### src/sv/utx_pkg.sv
// Shared types and constants for the UTF-8 / UTF-16BE transcoder.
`timescale 1ns / 1ps

package utx_pkg;

    // conversion modes
    localparam logic [2:0] MODE_U8_U16    = 3'd0;
    localparam logic [2:0] MODE_U16_U8    = 3'd1;
    localparam logic [2:0] MODE_U8_ASCII  = 3'd2;
    localparam logic [2:0] MODE_U16_ASCII = 3'd3;
    localparam logic [2:0] MODE_L1_U16    = 3'd4;

    // result kinds
    localparam logic KIND_DATA  = 1'b0;
    localparam logic KIND_ERROR = 1'b1;

    // register indexes (paddr[2])
    localparam logic REG_MODE     = 1'b0;
    localparam logic REG_SUB_CHAR = 1'b1;

    localparam logic [6:0] SUB_CHAR_RESET = 7'h3f;
    localparam int         BURST_MAX      = 4;

    typedef struct packed {
        logic [7:0] in_byte;
        logic       end_of_string;
    } in_item_t;

    typedef struct packed {
        logic [7:0] out_byte;
        logic       kind;
        logic       last_byte;
    } out_item_t;

    typedef struct packed {
        logic [2:0] mode;
        logic [6:0] sub_char;
    } cfg_t;

    typedef struct packed {
        logic [7:0] data;
        logic       kind;
    } entry_t;

    // all results caused by one input byte
    typedef struct packed {
        entry_t [BURST_MAX-1:0] ent;
        logic [1:0]             last_idx;
    } burst_t;

endpackage

### src/sv/utx_front.sv
// Front end: accepts source bytes, runs the decoder state and builds result bursts.
`timescale 1ns / 1ps

module utx_front (
    input  logic               clk,
    input  logic               rst_n,
    input  utx_pkg::cfg_t      cfg,
    input  logic               in_valid,
    output logic               in_stall,
    input  utx_pkg::in_item_t  in_item,
    input  logic               q_full,
    output logic               push,
    output utx_pkg::burst_t    push_burst
);

    logic [30:0] code_point_reg, code_point_next;
    logic [2:0]  bytes_due_reg, bytes_due_next;
    logic        utf16_phase_reg, utf16_phase_next;
    logic [9:0]  high_surrogate_reg, high_surrogate_next;
    logic        have_high_reg, have_high_next;
    logic        error_seen_reg, error_seen_next;

    logic        accept;
    logic [2:0]  n;
    utx_pkg::burst_t bst;

    assign in_stall = q_full;
    assign accept   = in_valid && !q_full;

    always_comb
    begin
        logic [7:0]  b;
        logic        fault;
        logic        dl_en;
        logic [30:0] dl_cp;
        logic [15:0] u;
        logic [20:0] sup;
        logic [19:0] v;

        b     = in_item.in_byte;
        fault = 1'b0;
        dl_en = 1'b0;
        dl_cp = '0;
        u     = '0;
        sup   = '0;
        v     = '0;
        n     = '0;
        bst   = '0;

        code_point_next     = code_point_reg;
        bytes_due_next      = bytes_due_reg;
        utf16_phase_next    = utf16_phase_reg;
        high_surrogate_next = high_surrogate_reg;
        have_high_next      = have_high_reg;
        error_seen_next     = error_seen_reg;

        if (!error_seen_reg)
        begin
            unique case (cfg.mode)
                utx_pkg::MODE_U8_U16, utx_pkg::MODE_U8_ASCII:
                begin
                    if (bytes_due_reg == 3'd0)
                    begin
                        priority if (b < 8'h80)
                        begin
                            dl_en = 1'b1;
                            dl_cp = {23'd0, b};
                        end
                        else if (b < 8'hc0 || b >= 8'hfe)
                            fault = 1'b1;
                        else if (b >= 8'hfc)
                        begin
                            bytes_due_next  = 3'd5;
                            code_point_next = {30'd0, b[0]};
                        end
                        else if (b >= 8'hf8)
                        begin
                            bytes_due_next  = 3'd4;
                            code_point_next = {29'd0, b[1:0]};
                        end
                        else if (b >= 8'hf0)
                        begin
                            bytes_due_next  = 3'd3;
                            code_point_next = {28'd0, b[2:0]};
                        end
                        else if (b >= 8'he0)
                        begin
                            bytes_due_next  = 3'd2;
                            code_point_next = {27'd0, b[3:0]};
                        end
                        else
                        begin
                            bytes_due_next  = 3'd1;
                            code_point_next = {26'd0, b[4:0]};
                        end
                    end
                    else if (b[7:6] != 2'b10)
                        fault = 1'b1;
                    else
                    begin
                        bytes_due_next = bytes_due_reg - 3'd1;
                        if (bytes_due_reg == 3'd1)
                        begin
                            dl_en           = 1'b1;
                            dl_cp           = {code_point_reg[24:0], b[5:0]};
                            code_point_next = '0;
                        end
                        else
                            code_point_next = {code_point_reg[24:0], b[5:0]};
                    end
                end
                utx_pkg::MODE_U16_U8, utx_pkg::MODE_U16_ASCII:
                begin
                    if (!utf16_phase_reg)
                    begin
                        code_point_next  = {23'd0, b};
                        utf16_phase_next = 1'b1;
                    end
                    else
                    begin
                        u                = {code_point_reg[7:0], b};
                        utf16_phase_next = 1'b0;
                        code_point_next  = '0;
                        priority if (u[15:10] == 6'b110110)
                        begin
                            if (have_high_reg)
                                fault = 1'b1;
                            else
                            begin
                                high_surrogate_next = u[9:0];
                                have_high_next      = 1'b1;
                            end
                        end
                        else if (u[15:10] == 6'b110111)
                        begin
                            if (!have_high_reg)
                                fault = 1'b1;
                            else
                            begin
                                sup = {1'b0, high_surrogate_reg, u[9:0]} + 21'h10000;
                                dl_en               = 1'b1;
                                dl_cp               = {10'd0, sup};
                                have_high_next      = 1'b0;
                                high_surrogate_next = '0;
                            end
                        end
                        else if (have_high_reg)
                            fault = 1'b1;
                        else
                        begin
                            dl_en = 1'b1;
                            dl_cp = {15'd0, u};
                        end
                    end
                end
                utx_pkg::MODE_L1_U16:
                begin
                    n               = 3'd2;
                    bst.ent[0].data = 8'h00;
                    bst.ent[1].data = b;
                end
                default:
                begin
                end
            endcase

            if (dl_en)
            begin
                unique case (cfg.mode)
                    utx_pkg::MODE_U8_U16:
                    begin
                        if ((dl_cp >= 31'hd800 && dl_cp <= 31'hdfff) || dl_cp > 31'h10ffff)
                            fault = 1'b1;
                        else if (dl_cp < 31'h10000)
                        begin
                            n               = 3'd2;
                            bst.ent[0].data = dl_cp[15:8];
                            bst.ent[1].data = dl_cp[7:0];
                        end
                        else
                        begin
                            v               = dl_cp[19:0] - 20'h10000;
                            n               = 3'd4;
                            bst.ent[0].data = {6'b110110, v[19:18]};
                            bst.ent[1].data = v[17:10];
                            bst.ent[2].data = {6'b110111, v[9:8]};
                            bst.ent[3].data = v[7:0];
                        end
                    end
                    utx_pkg::MODE_U16_U8:
                    begin
                        priority if (dl_cp < 31'h80)
                        begin
                            n               = 3'd1;
                            bst.ent[0].data = dl_cp[7:0];
                        end
                        else if (dl_cp < 31'h800)
                        begin
                            n               = 3'd2;
                            bst.ent[0].data = {3'b110, dl_cp[10:6]};
                            bst.ent[1].data = {2'b10, dl_cp[5:0]};
                        end
                        else if (dl_cp < 31'h10000)
                        begin
                            n               = 3'd3;
                            bst.ent[0].data = {4'b1110, dl_cp[15:12]};
                            bst.ent[1].data = {2'b10, dl_cp[11:6]};
                            bst.ent[2].data = {2'b10, dl_cp[5:0]};
                        end
                        else
                        begin
                            n               = 3'd4;
                            bst.ent[0].data = {5'b11110, dl_cp[20:18]};
                            bst.ent[1].data = {2'b10, dl_cp[17:12]};
                            bst.ent[2].data = {2'b10, dl_cp[11:6]};
                            bst.ent[3].data = {2'b10, dl_cp[5:0]};
                        end
                    end
                    default:
                    begin
                        n               = 3'd1;
                        bst.ent[0].data = (dl_cp < 31'h80) ? dl_cp[7:0] : {1'b0, cfg.sub_char};
                    end
                endcase
            end

            if (fault)
            begin
                n                   = 3'd1;
                bst.ent[0].data     = 8'h00;
                bst.ent[0].kind     = utx_pkg::KIND_ERROR;
                error_seen_next     = 1'b1;
                code_point_next     = '0;
                bytes_due_next      = '0;
                utf16_phase_next    = 1'b0;
                high_surrogate_next = '0;
                have_high_next      = 1'b0;
            end

            // truncated at end; dropped when the burst is already full
            if (in_item.end_of_string && !error_seen_next &&
                (bytes_due_next != 3'd0 || utf16_phase_next || have_high_next))
            begin
                if (n < 3'd4)
                begin
                    bst.ent[n[1:0]].data = 8'h00;
                    bst.ent[n[1:0]].kind = utx_pkg::KIND_ERROR;
                    n                    = n + 3'd1;
                end
                error_seen_next = 1'b1;
            end
        end

        if (in_item.end_of_string)
        begin
            code_point_next     = '0;
            bytes_due_next      = '0;
            utf16_phase_next    = 1'b0;
            high_surrogate_next = '0;
            have_high_next      = 1'b0;
            error_seen_next     = 1'b0;
        end

        bst.last_idx = n[1:0] - 2'd1;
    end

    assign push       = accept && (n != 3'd0);
    assign push_burst = bst;

    always_ff @(posedge clk or negedge rst_n)
    begin
        if (!rst_n)
        begin
            code_point_reg     <= '0;
            bytes_due_reg      <= '0;
            utf16_phase_reg    <= 1'b0;
            high_surrogate_reg <= '0;
            have_high_reg      <= 1'b0;
            error_seen_reg     <= 1'b0;
        end
        else if (accept)
        begin
            code_point_reg     <= code_point_next;
            bytes_due_reg      <= bytes_due_next;
            utf16_phase_reg    <= utf16_phase_next;
            high_surrogate_reg <= high_surrogate_next;
            have_high_reg      <= have_high_next;
            error_seen_reg     <= error_seen_next;
        end
    end

endmodule

### src/sv/utx_queue.sv
// Short queue of result bursts between the front end and the output serializer.
`timescale 1ns / 1ps

module utx_queue #(
    parameter int DEPTH = 4
) (
    input  logic            clk,
    input  logic            rst_n,
    input  logic            push,
    input  utx_pkg::burst_t push_burst,
    output logic            full,
    input  logic            pop,
    output logic            head_valid,
    output utx_pkg::burst_t head
);

    localparam int AW = (DEPTH > 1) ? $clog2(DEPTH) : 1;
    localparam int CW = $clog2(DEPTH + 1);
    localparam logic [AW-1:0] LAST_SLOT = AW'(DEPTH - 1);

    utx_pkg::burst_t slot_reg [DEPTH];
    logic [AW-1:0] wr_ptr_reg, wr_ptr_next;
    logic [AW-1:0] rd_ptr_reg, rd_ptr_next;
    logic [CW-1:0] count_reg, count_next;

    assign full       = (count_reg == CW'(DEPTH));
    assign head_valid = (count_reg != '0);
    assign head       = slot_reg[rd_ptr_reg];

    always_comb
    begin
        wr_ptr_next = wr_ptr_reg;
        rd_ptr_next = rd_ptr_reg;
        count_next  = count_reg;
        if (push)
            wr_ptr_next = (wr_ptr_reg == LAST_SLOT) ? '0 : wr_ptr_reg + AW'(1);
        if (pop)
            rd_ptr_next = (rd_ptr_reg == LAST_SLOT) ? '0 : rd_ptr_reg + AW'(1);
        if (push && !pop)
            count_next = count_reg + CW'(1);
        else if (pop && !push)
            count_next = count_reg - CW'(1);
    end

    always_ff @(posedge clk or negedge rst_n)
    begin
        if (!rst_n)
        begin
            wr_ptr_reg <= '0;
            rd_ptr_reg <= '0;
            count_reg  <= '0;
        end
        else
        begin
            wr_ptr_reg <= wr_ptr_next;
            rd_ptr_reg <= rd_ptr_next;
            count_reg  <= count_next;
        end
    end

    always_ff @(posedge clk)
    begin
        if (push)
            slot_reg[wr_ptr_reg] <= push_burst;
    end

endmodule

### src/sv/utx_back.sv
// Back end: walks each burst and presents its results one transfer per cycle while out_stall is low.
`timescale 1ns / 1ps

module utx_back (
    input  logic               clk,
    input  logic               rst_n,
    input  logic               head_valid,
    input  utx_pkg::burst_t    head,
    output logic               pop,
    output logic               out_valid,
    input  logic               out_stall,
    output utx_pkg::out_item_t out_item
);

    utx_pkg::burst_t burst_reg;
    logic            busy_reg, busy_next;
    logic [1:0]      idx_reg, idx_next;
    logic            take, take_last;

    assign take      = busy_reg && !out_stall;
    assign take_last = take && (idx_reg == burst_reg.last_idx);
    assign pop       = head_valid && (!busy_reg || take_last);

    always_comb
    begin
        busy_next = busy_reg;
        idx_next  = idx_reg;
        if (pop)
        begin
            busy_next = 1'b1;
            idx_next  = '0;
        end
        else if (take_last)
            busy_next = 1'b0;
        else if (take)
            idx_next = idx_reg + 2'd1;
    end

    always_ff @(posedge clk or negedge rst_n)
    begin
        if (!rst_n)
        begin
            busy_reg <= 1'b0;
            idx_reg  <= '0;
        end
        else
        begin
            busy_reg <= busy_next;
            idx_reg  <= idx_next;
        end
    end

    always_ff @(posedge clk)
    begin
        if (pop)
            burst_reg <= head;
    end

    assign out_valid          = busy_reg;
    assign out_item.out_byte  = burst_reg.ent[idx_reg].data;
    assign out_item.kind      = burst_reg.ent[idx_reg].kind;
    assign out_item.last_byte = (idx_reg == burst_reg.last_idx);

endmodule

### src/sv/utf8_utf16_transcoder_unit.sv
// Top level of the UTF-8 / UTF-16BE / ASCII / Latin-1 byte transcoder.
//
//   channel   direction  handshake            payload
//   in        to block   in_valid / in_stall  in_item  (in_byte, end_of_string)
//   out       from block out_valid/out_stall  out_item (out_byte, kind, last_byte)
//   config    to block   APB psel/penable     mode at 0x0, sub_char at 0x4
//
// A source byte is accepted every cycle while the burst queue has room; the decoder
// state updates in that same cycle. The output serializer sends one result per cycle
// while out_stall is low, and a byte causes k results (k = 0..4).
// Sustained throughput is set by the output side when bytes average more than one result.
// Reset clears the decoder state, the queue and the output; mode = 0, sub_char = 0x3f.
// A stalled output only backs up the input once QUEUE_DEPTH bursts are waiting.
`timescale 1ns / 1ps

module utf8_utf16_transcoder_unit #(
    parameter int QUEUE_DEPTH = 4
) (
    input  logic               clk,
    input  logic               rst_n,
    input  logic               in_valid,
    output logic               in_stall,
    input  utx_pkg::in_item_t  in_item,
    output logic               out_valid,
    input  logic               out_stall,
    output utx_pkg::out_item_t out_item,
    input  logic               psel,
    input  logic               penable,
    input  logic               pwrite,
    input  logic [2:0]         paddr,
    input  logic [31:0]        pwdata,
    output logic [31:0]        prdata,
    output logic               pready
);

    logic [2:0]      mode_reg;
    logic [6:0]      sub_char_reg;
    utx_pkg::cfg_t   cfg;
    logic            wr_en;

    logic            q_full, q_push, q_pop, q_head_valid;
    utx_pkg::burst_t q_push_burst, q_head;

    assign pready = 1'b1;
    assign wr_en  = psel && penable && pwrite && pready;

    always_ff @(posedge clk or negedge rst_n)
    begin
        if (!rst_n)
        begin
            mode_reg     <= utx_pkg::MODE_U8_U16;
            sub_char_reg <= utx_pkg::SUB_CHAR_RESET;
        end
        else if (wr_en)
        begin
            unique case (paddr[2])
                utx_pkg::REG_MODE:     mode_reg     <= pwdata[2:0];
                utx_pkg::REG_SUB_CHAR: sub_char_reg <= pwdata[6:0];
                default:
                begin
                end
            endcase
        end
    end

    always_comb
    begin
        unique case (paddr[2])
            utx_pkg::REG_MODE:     prdata = {29'd0, mode_reg};
            utx_pkg::REG_SUB_CHAR: prdata = {25'd0, sub_char_reg};
            default:               prdata = '0;
        endcase
    end

    assign cfg.mode     = mode_reg;
    assign cfg.sub_char = sub_char_reg;

    utx_front u_front (
        .clk        (clk),
        .rst_n      (rst_n),
        .cfg        (cfg),
        .in_valid   (in_valid),
        .in_stall   (in_stall),
        .in_item    (in_item),
        .q_full     (q_full),
        .push       (q_push),
        .push_burst (q_push_burst)
    );

    utx_queue #(
        .DEPTH (QUEUE_DEPTH)
    ) u_queue (
        .clk        (clk),
        .rst_n      (rst_n),
        .push       (q_push),
        .push_burst (q_push_burst),
        .full       (q_full),
        .pop        (q_pop),
        .head_valid (q_head_valid),
        .head       (q_head)
    );

    utx_back u_back (
        .clk        (clk),
        .rst_n      (rst_n),
        .head_valid (q_head_valid),
        .head       (q_head),
        .pop        (q_pop),
        .out_valid  (out_valid),
        .out_stall  (out_stall),
        .out_item   (out_item)
    );

endmodule

### config.mk
export PLATFORM = sky130hd
export DESIGN_NAME = utf8_utf16_transcoder_unit
export DESIGN_NICKNAME = d
export VERILOG_FILES = /design/src/sv/utx_pkg.sv /design/src/sv/utx_front.sv /design/src/sv/utx_queue.sv /design/src/sv/utx_back.sv /design/src/sv/utf8_utf16_transcoder_unit.sv
export SDC_FILE = /design/constraint.sdc
export NUM_CORES = 1
export LEC_CHECK = 0
export BUFFER_PORTS_ARGS = -buffer_cell sky130_fd_sc_hd__buf_2
export CORE_MARGIN = 2
export CORE_UTILIZATION = 48
export DETAILED_ROUTE_END_ITERATION = 8
export PLACE_DENSITY = 0.69
export SLEW_MARGIN = 20
export SYNTH_ARGS = -nofsm -noshare
export SYNTH_HDL_FRONTEND = slang
export SYNTH_SLANG_ARGS = --single-unit
### constraint.sdc
create_clock -name clk -period 5.4 [get_ports clk]
set_input_delay 0.81 -clock clk [delete_from_list [all_inputs] [get_ports clk]]
set_output_delay 0.81 -clock clk [all_outputs]
set_load 0.05 [all_outputs]
# [Word-level counts from Yosys, hierarchy flattened]
# Memories as Yosys holds them, arrays and structs flattened. A register that Yosys moved wholly into a read port is not among the register bits.
# Cells that the tools add are included.
[word_totals] mem_bits_rw=152 out_inout_bits=45 reg_bits=61 word_cells=265 mem_count=1
[op_classes] n_mux=160 eq_ne=18 magnitude_cmp=17 add_sub_neg=10 n_reduce_logical=45 bitwise=1
[memory_table] name="u_queue.slot_reg" depth=4 word_bits=38 read_ports=1 rd_ports_with_merged_regs=1 write_ports=1 line="utx_queue.sv:21" source="utx_pkg::burst_t slot_reg [DEPTH];"
[ops] cell="2-to-1 mux 25 bit" n=10
[ops] cell="2-to-1 mux 8 bit" n=28
[ops] cell="2-to-1 mux 31 bit" n=7
[ops] cell="2-to-1 mux 36 bit" n=3
[ops] cell="2-to-1 mux 10 bit" n=9
[ops] cell="2-to-1 mux 3 bit" n=25
[ops] cell="bitwise mux 36 bit" n=2
[ops] cell="case mux 32 bit (2 select lines)" n=1
[ops] cell="case mux 8 bit (2 select lines)" n=4
[ops] cell="case mux 31 bit (2 select lines)" n=1
[ops] cell="case mux 25 bit (2 select lines)" n=1
[ops] cell="2-to-1 mux 1 bit" n=45
[ops] cell="greater-or-equal comparator 8 bit, second input constant" n=5
[ops] cell="demux 9 bit (select 2 bit)" n=2
[ops] cell="2-to-1 mux 9 bit" n=4
[ops] cell="greater-or-equal comparator 31 x 16 -> 1 bit, second input constant" n=1
[ops] cell="greater-than comparator 31 x 21 -> 1 bit, second input constant" n=1
[ops] cell="less-or-equal comparator 31 x 16 -> 1 bit, second input constant" n=1
[ops] cell="< comparator 31 x 12 -> 1 bit, second input constant" n=1
[ops] cell="< comparator 31 x 17 -> 1 bit, second input constant" n=1
[ops] cell="< comparator 31 x 8 -> 1 bit, second input constant" n=1
[ops] cell="adder 20 x 17 -> 21 bit, second input constant" n=1
[ops] cell="2-to-1 mux 21 bit" n=1
[ops] cell="subtractor 20 x 17 -> 20 bit, second input constant" n=1
[ops] cell="37 further kinds" n=95

# [Logic depth before layout (Yosys ltp)]
[depth] word_depth=28 ltp_mapped=28 depth_no_buf=26

# [Modules after synthesis]
# Synthesis repeated with hierarchy kept, for this count alone.
[unflattened] hier_cells=981 hier_area_um2=12911.1
[modules_own_cells] module="utx_queue" area_each_um2=5947.0 n_inst=1 cells_each=236
[modules_own_cells] module="utx_front" area_each_um2=4675.7 n_inst=1 cells_each=616
[modules_own_cells] module="utx_back" area_each_um2=1600.3 n_inst=1 cells_each=71
[modules_own_cells] module="utf8_utf16_transcoder_unit" area_each_um2=688.2 n_inst=1 cells_each=58

# [Least setup slack after synthesis]
# OpenSTA, ideal clock, no wires.
[synth_path] path_type="input to register" start="in in_item[8] (netlist name)" end="mem u_queue.slot_reg[3][0] (netlist name) (enable)" setup_time_ns=0.399 path_slack_ns=-0.603 path_buffers=2 stages=18 required_ns=5.001 arrival_time_ns=5.604 path_cell_list="clkbuf_1 > nor4b_2 > and3_1 > a221oi_1 > a2111o_1 > or4_1 > a211o_1 > and2_4 > o21ai_2 > buf_2 > nor2b_1 > ha_1 > nand3_1 > a211o_1 > ha_1 > nand2b_1 > o211ai_1 > and2_1"
[synth_via] elab_chain_len=26
[synth_rtl] element="from (decl)" line="utf8_utf16_transcoder_unit.sv:23" source="input utx_pkg::in_item_t in_item,"
[synth_rtl] element="branches (longest 20 deep; another with < comparator 31 x 17 -> 1 bit)"
[synth_rtl] element="2-to-1 mux 3 bit (*)" line="utx_front.sv:241" source="if (in_item.end_of_string && !error_seen_next &&"
[synth_rtl] element="2-to-1 mux 3 bit (*)" line="utx_front.sv:57" source="if (!error_seen_reg)"
[synth_rtl] element="nonzero test 3 bit (*)" line="utx_front.sv:267" source="assign push = accept && (n != 3'd0);"
[synth_rtl] element="logical AND 1 bit (*)" line="utx_front.sv:267"
[synth_rtl] element="named net q_push" line="utf8_utf16_transcoder_unit.sv:41" source="logic q_full, q_push, q_pop, q_head_valid;"
[synth_rtl] element="2-to-1 mux 1 bit (*)" line="utx_queue.sv:63" source="if (push)"
[synth_rtl] element="2-to-1 mux 1 bit (not written as such) (*)" line="utx_queue.sv:64" source="slot_reg[wr_ptr_reg] <= push_burst;"
[synth_rtl] element="to (decl)" line="utx_queue.sv:21"
# Mark *: on every way through the listed nets, which the timed path passes. The select of a mux whose other input is x is not followed.

# [Worst setup path in the final report]
[layout_path] start="reg mode_reg[0]" end="reg u_queue.count_reg[2]"
[layout_via] elab_chain_len=24
[layout_rtl] element="from (decl)" line="utf8_utf16_transcoder_unit.sv:36" source="logic [2:0] mode_reg;"
[layout_rtl] element="from (signal assigned)" line="utf8_utf16_transcoder_unit.sv:51" source="mode_reg <= utx_pkg::MODE_U8_U16;"
[layout_rtl] element="from (signal assigned)" line="utf8_utf16_transcoder_unit.sv:57" source="utx_pkg::REG_MODE: mode_reg <= pwdata[2:0];"
[layout_rtl] element="branches (longest 17 deep; another with < comparator 31 x 17 -> 1 bit)"
[layout_rtl] element="2-to-1 mux 3 bit (*)" line="utx_front.sv:241"
[layout_rtl] element="2-to-1 mux 3 bit (*)" line="utx_front.sv:57"
[layout_rtl] element="nonzero test 3 bit (*)" line="utx_front.sv:267"
[layout_rtl] element="logical AND 1 bit (*)" line="utx_front.sv:267"
[layout_rtl] element="named net q_push" line="utf8_utf16_transcoder_unit.sv:41"
[layout_rtl] element="zero test 1 bit" line="utx_queue.sv:41" source="else if (pop && !push)"
[layout_rtl] element="logical AND 1 bit" line="utx_queue.sv:41"
[layout_rtl] element="nonzero test 2 bit (no line)"
[layout_rtl] element="to (signal assigned)" line="utx_queue.sv:57" source="count_reg <= count_next;"
[layout_rtl] element="to (decl)" line="utx_queue.sv:24" source="logic [CW-1:0] count_reg, count_next;"
# Marks and branches as above.
# A chain may end at the register's enable or synchronous reset.

==> impl_metrics.ini <==
[status]
outcome = finished clean

[timing]
period_share_pct = 96.8
worst_slew_pin_slew_ns = 0.836
max_freq_mhz = 191
rsz0062_at_grt = true
fin_worst_skew_ns = 0.0100
layout_setup_ws_ns = 0.172
period_minus_slack_ns = 5.23
slew_headroom_pct = 44.2
finalSetupViolations = 0
final-hold-violation-count = 0
maxSlewViolCount = 0

[yosys]
synth_edf_count = 190
ys_warn_count = 0
async_flop_share_pct = 24.3
ys_ff_latch = 251
ys_types = 82
synth-seq-area-share_pct = 58.7
synthMuxAreaShare_pct = 10.2
synthAdderAreaFrac_pct = 2.09
synth_top_family_by_area = compound AO/OA/AOI/OAI gates
synth_top_cell_by_area = edfxtp_1
synthXorXnorAreaFrac_pct = 0.710
synth_compound_area_share_pct = 12.5
synth_area_mm2 = 0.0123
synthFlopType = edfxtp_1
synthSimpleGateAreaFrac_pct = 11.7
synth_top_cell_area_share_pct = 46.3
synth_top_cells_by_area = edfxtp_1, dfrtp_1, mux4_2
postSynthCellCount = 937
avgSynthCellArea_um2 = 13.2

[clocking]
cts.sinks = 251
path_clk_slew_ns = 0.07
numCtsBuffers = 26
htree_num_levels = 1
clock_latency_ns = 0.53
root_buffer = clkbuf_16
cts_buffer_depth = 3
tritoncts = done
postCtsHoldBufs = 0

[worst_setup_path]
r2r_cells = 22
worst-setup-path-type = flop to flop
timing.rr.start = mode_reg[0]
cp-end-kind = flop
start_kind = flop
rr_endpoint = u_queue.count_reg[2]
critPathArrivalTime_ns = 5.68
crit_required_ns = 5.85
regToRegSetupSlack_ns = 0.17
critPathLaunch = mode_reg[0]
endpoint = u_queue.count_reg[2]
cp_max_fo = 12

[power]
max-vdd-ir-drop_uv = 341
total_power_mw = 7.29
power_leakage_nw = 5.38
power.density_mw_per_mm2 = 501

[cells_and_area]
nets = 1122
drive_gt1_share_pct = 28.8
nFillCells = 1994
multi_input_area_mm2 = 0.00489
seqCellArea_mm2 = 0.00724
largest_register_ffs = 152
syn_to_final_growth_pct = 17.9
diodes = 0
post_layout_nonfiller_instances = 1400
utilization_pct = 57.8

[flow_run]
maxCapViolations = 0

[die]
dieArea_mm2 = 0.0270
boundaryPins = 96
dieHeight_um = 164
die_width_um = 164
std_cell_rows = 58
initial_utilization_pct = 49.0
core_area_mm2 = 0.0252

[placed_design]
dpl.hpwl_um = 22500
place_ws_ns = -0.131
gp_congestion = 0.982
portBuffers = 42
dp_cells = 1346

[min_path]
hold_class = input pin to asynchronous set/reset pin

[grt]
grt_max_degree = 62
grt_pass1_wl_um = 48100
antenna_found_initial = 0
first_global_vias = 8352
track_usage_pct = 23.4
overflow = 0

[routing]
drt_iter0_drc = 700
avgViaCountPerCell = 6.10
vias = 8539
dr.pass1.iters = 5
drt-total-wl_um = 31400
routedWlPerCell_um = 22.5
drc_errors = 0
antenna_left = 0
-- critical path, stage by stage (launching register included) --
cell,delay (ns)
dfrtp_2,0.48
buf_4,0.22
nor4b_4,0.45
nand3_1,0.21
a32oi_2,0.30
o21ai_0,0.14
or4_1,0.53
a211o_1,0.33
and2_4,0.16
o21ai_4,0.18
nor2b_4,0.07
ha_4,0.26
nand3_2,0.05
a211o_1,0.31
ha_2,0.16
nand2b_4,0.12
o211ai_1,0.13
ha_2,0.24
inv_2,0.04
fa_2,0.34
xor2_1,0.16
nor2_1,0.11
xor2_1,0.15
-- worst min path at each step --
stage	from	to	slack [ns]	cells past startpoint
floorplan	u_queue.count_reg[2]	u_queue.count_reg[2]	0.47	1
global placement	u_queue.count_reg[2]	u_queue.count_reg[2]	0.49	1
detailed placement	u_front.code_point_reg[21]	u_front.code_point_reg[21]	0.50	1
CTS	rst_n	u_front.code_point_reg[5]	0.46	2
global route	pwdata[6]	sub_char_reg[6]	0.50	2
finish	rst_n	u_front.code_point_reg[5]	0.45	2
-- per-layer routing --
layer	track usage (%)	wire (um)
met5	0	0
met3	3.74	1900
met1	31.2	13000
met2	38.8	15400
met4	8.61	1110
-- layout make-up --
cell class / count / share of cell area (%)
clock buffers: 32 / 4.78
clock inverters: 15 / 1.23
inverters: 18 / 0.465
multi-input cells: 607 / 33.6
flip-flops and latches: 251 / 49.8
well taps: 330 / 2.84
repair buffers: 147 / 7.24
-- synthesized netlist by cell type (7+ instances only) --
cell,n
nor2_1,54
a22o_1,31
nor2b_1,7
a221oi_1,10
nand3_1,27
mux2_2,16
a21oi_1,37
nand4_1,7
inv_1,17
dfrtp_1,55
buf_4,26
o21ai_0,31
ha_1,19
clkbuf_1,43
o31ai_1,14
a211oi_1,11
nand2_1,74
nor3_1,23
buf_1,7
buf_2,8
a31oi_1,14
mux4_2,47
edfxtp_1,190
nand2b_1,11
a22oi_1,7
o211ai_1,10
and2_1,15
or3_1,8
-- report_power, final --
part	switching [mW]	leakage [nW]	internal, mW
combinational	1.49	2.41	1.01
clock	0.724	0.420	1.10
sequential	0.312	2.55	2.66
-- timing repair --
| action | CTS | global route |
|---|---|---|
| setup buffers | 0 | 7 |
| endpoints found under the setup margin | 0 | 153 |
| resized for setup | 0 | 29 |
-- cell usage in the layout (no fill, tap or decap), types with 15 or more instances in the layout --
cell	n
o21ai_0	30
mux4_2	47
a22o_1	31
a21oi_1	37
clkbuf_16	27
nor3_1	22
edfxtp_1	190
buf_4	100
buf_2	42
nand2_1	74
dfrtp_1	52
nor2_1	54
nand3_1	26
conb_1	26
mux2_2	15
-- stage by stage --
step                setup TNS [ns]  cell area, um2  hold slack, ns
floorplan                  -0.0330           12500           0.467
global placement            -0.103           13500           0.485
detailed placement          -0.209           13500           0.497
CTS                              0           14400           0.456
global route                -0.149           14500           0.498
finish                           0           14500           0.447
-- kinds of logic (layout without fill, tap and decap cells) --
group           after synthesis  count (layout)
simple gates                272             272
fa+ha+maj                    20              20
other cells                   2              26
compound gates              214             214
xor+xnor                     10              10
flops                       251             251
mux                          65              65
buf+inv                     103             212
Note: power is estimated with default switching activity, not from simulation.
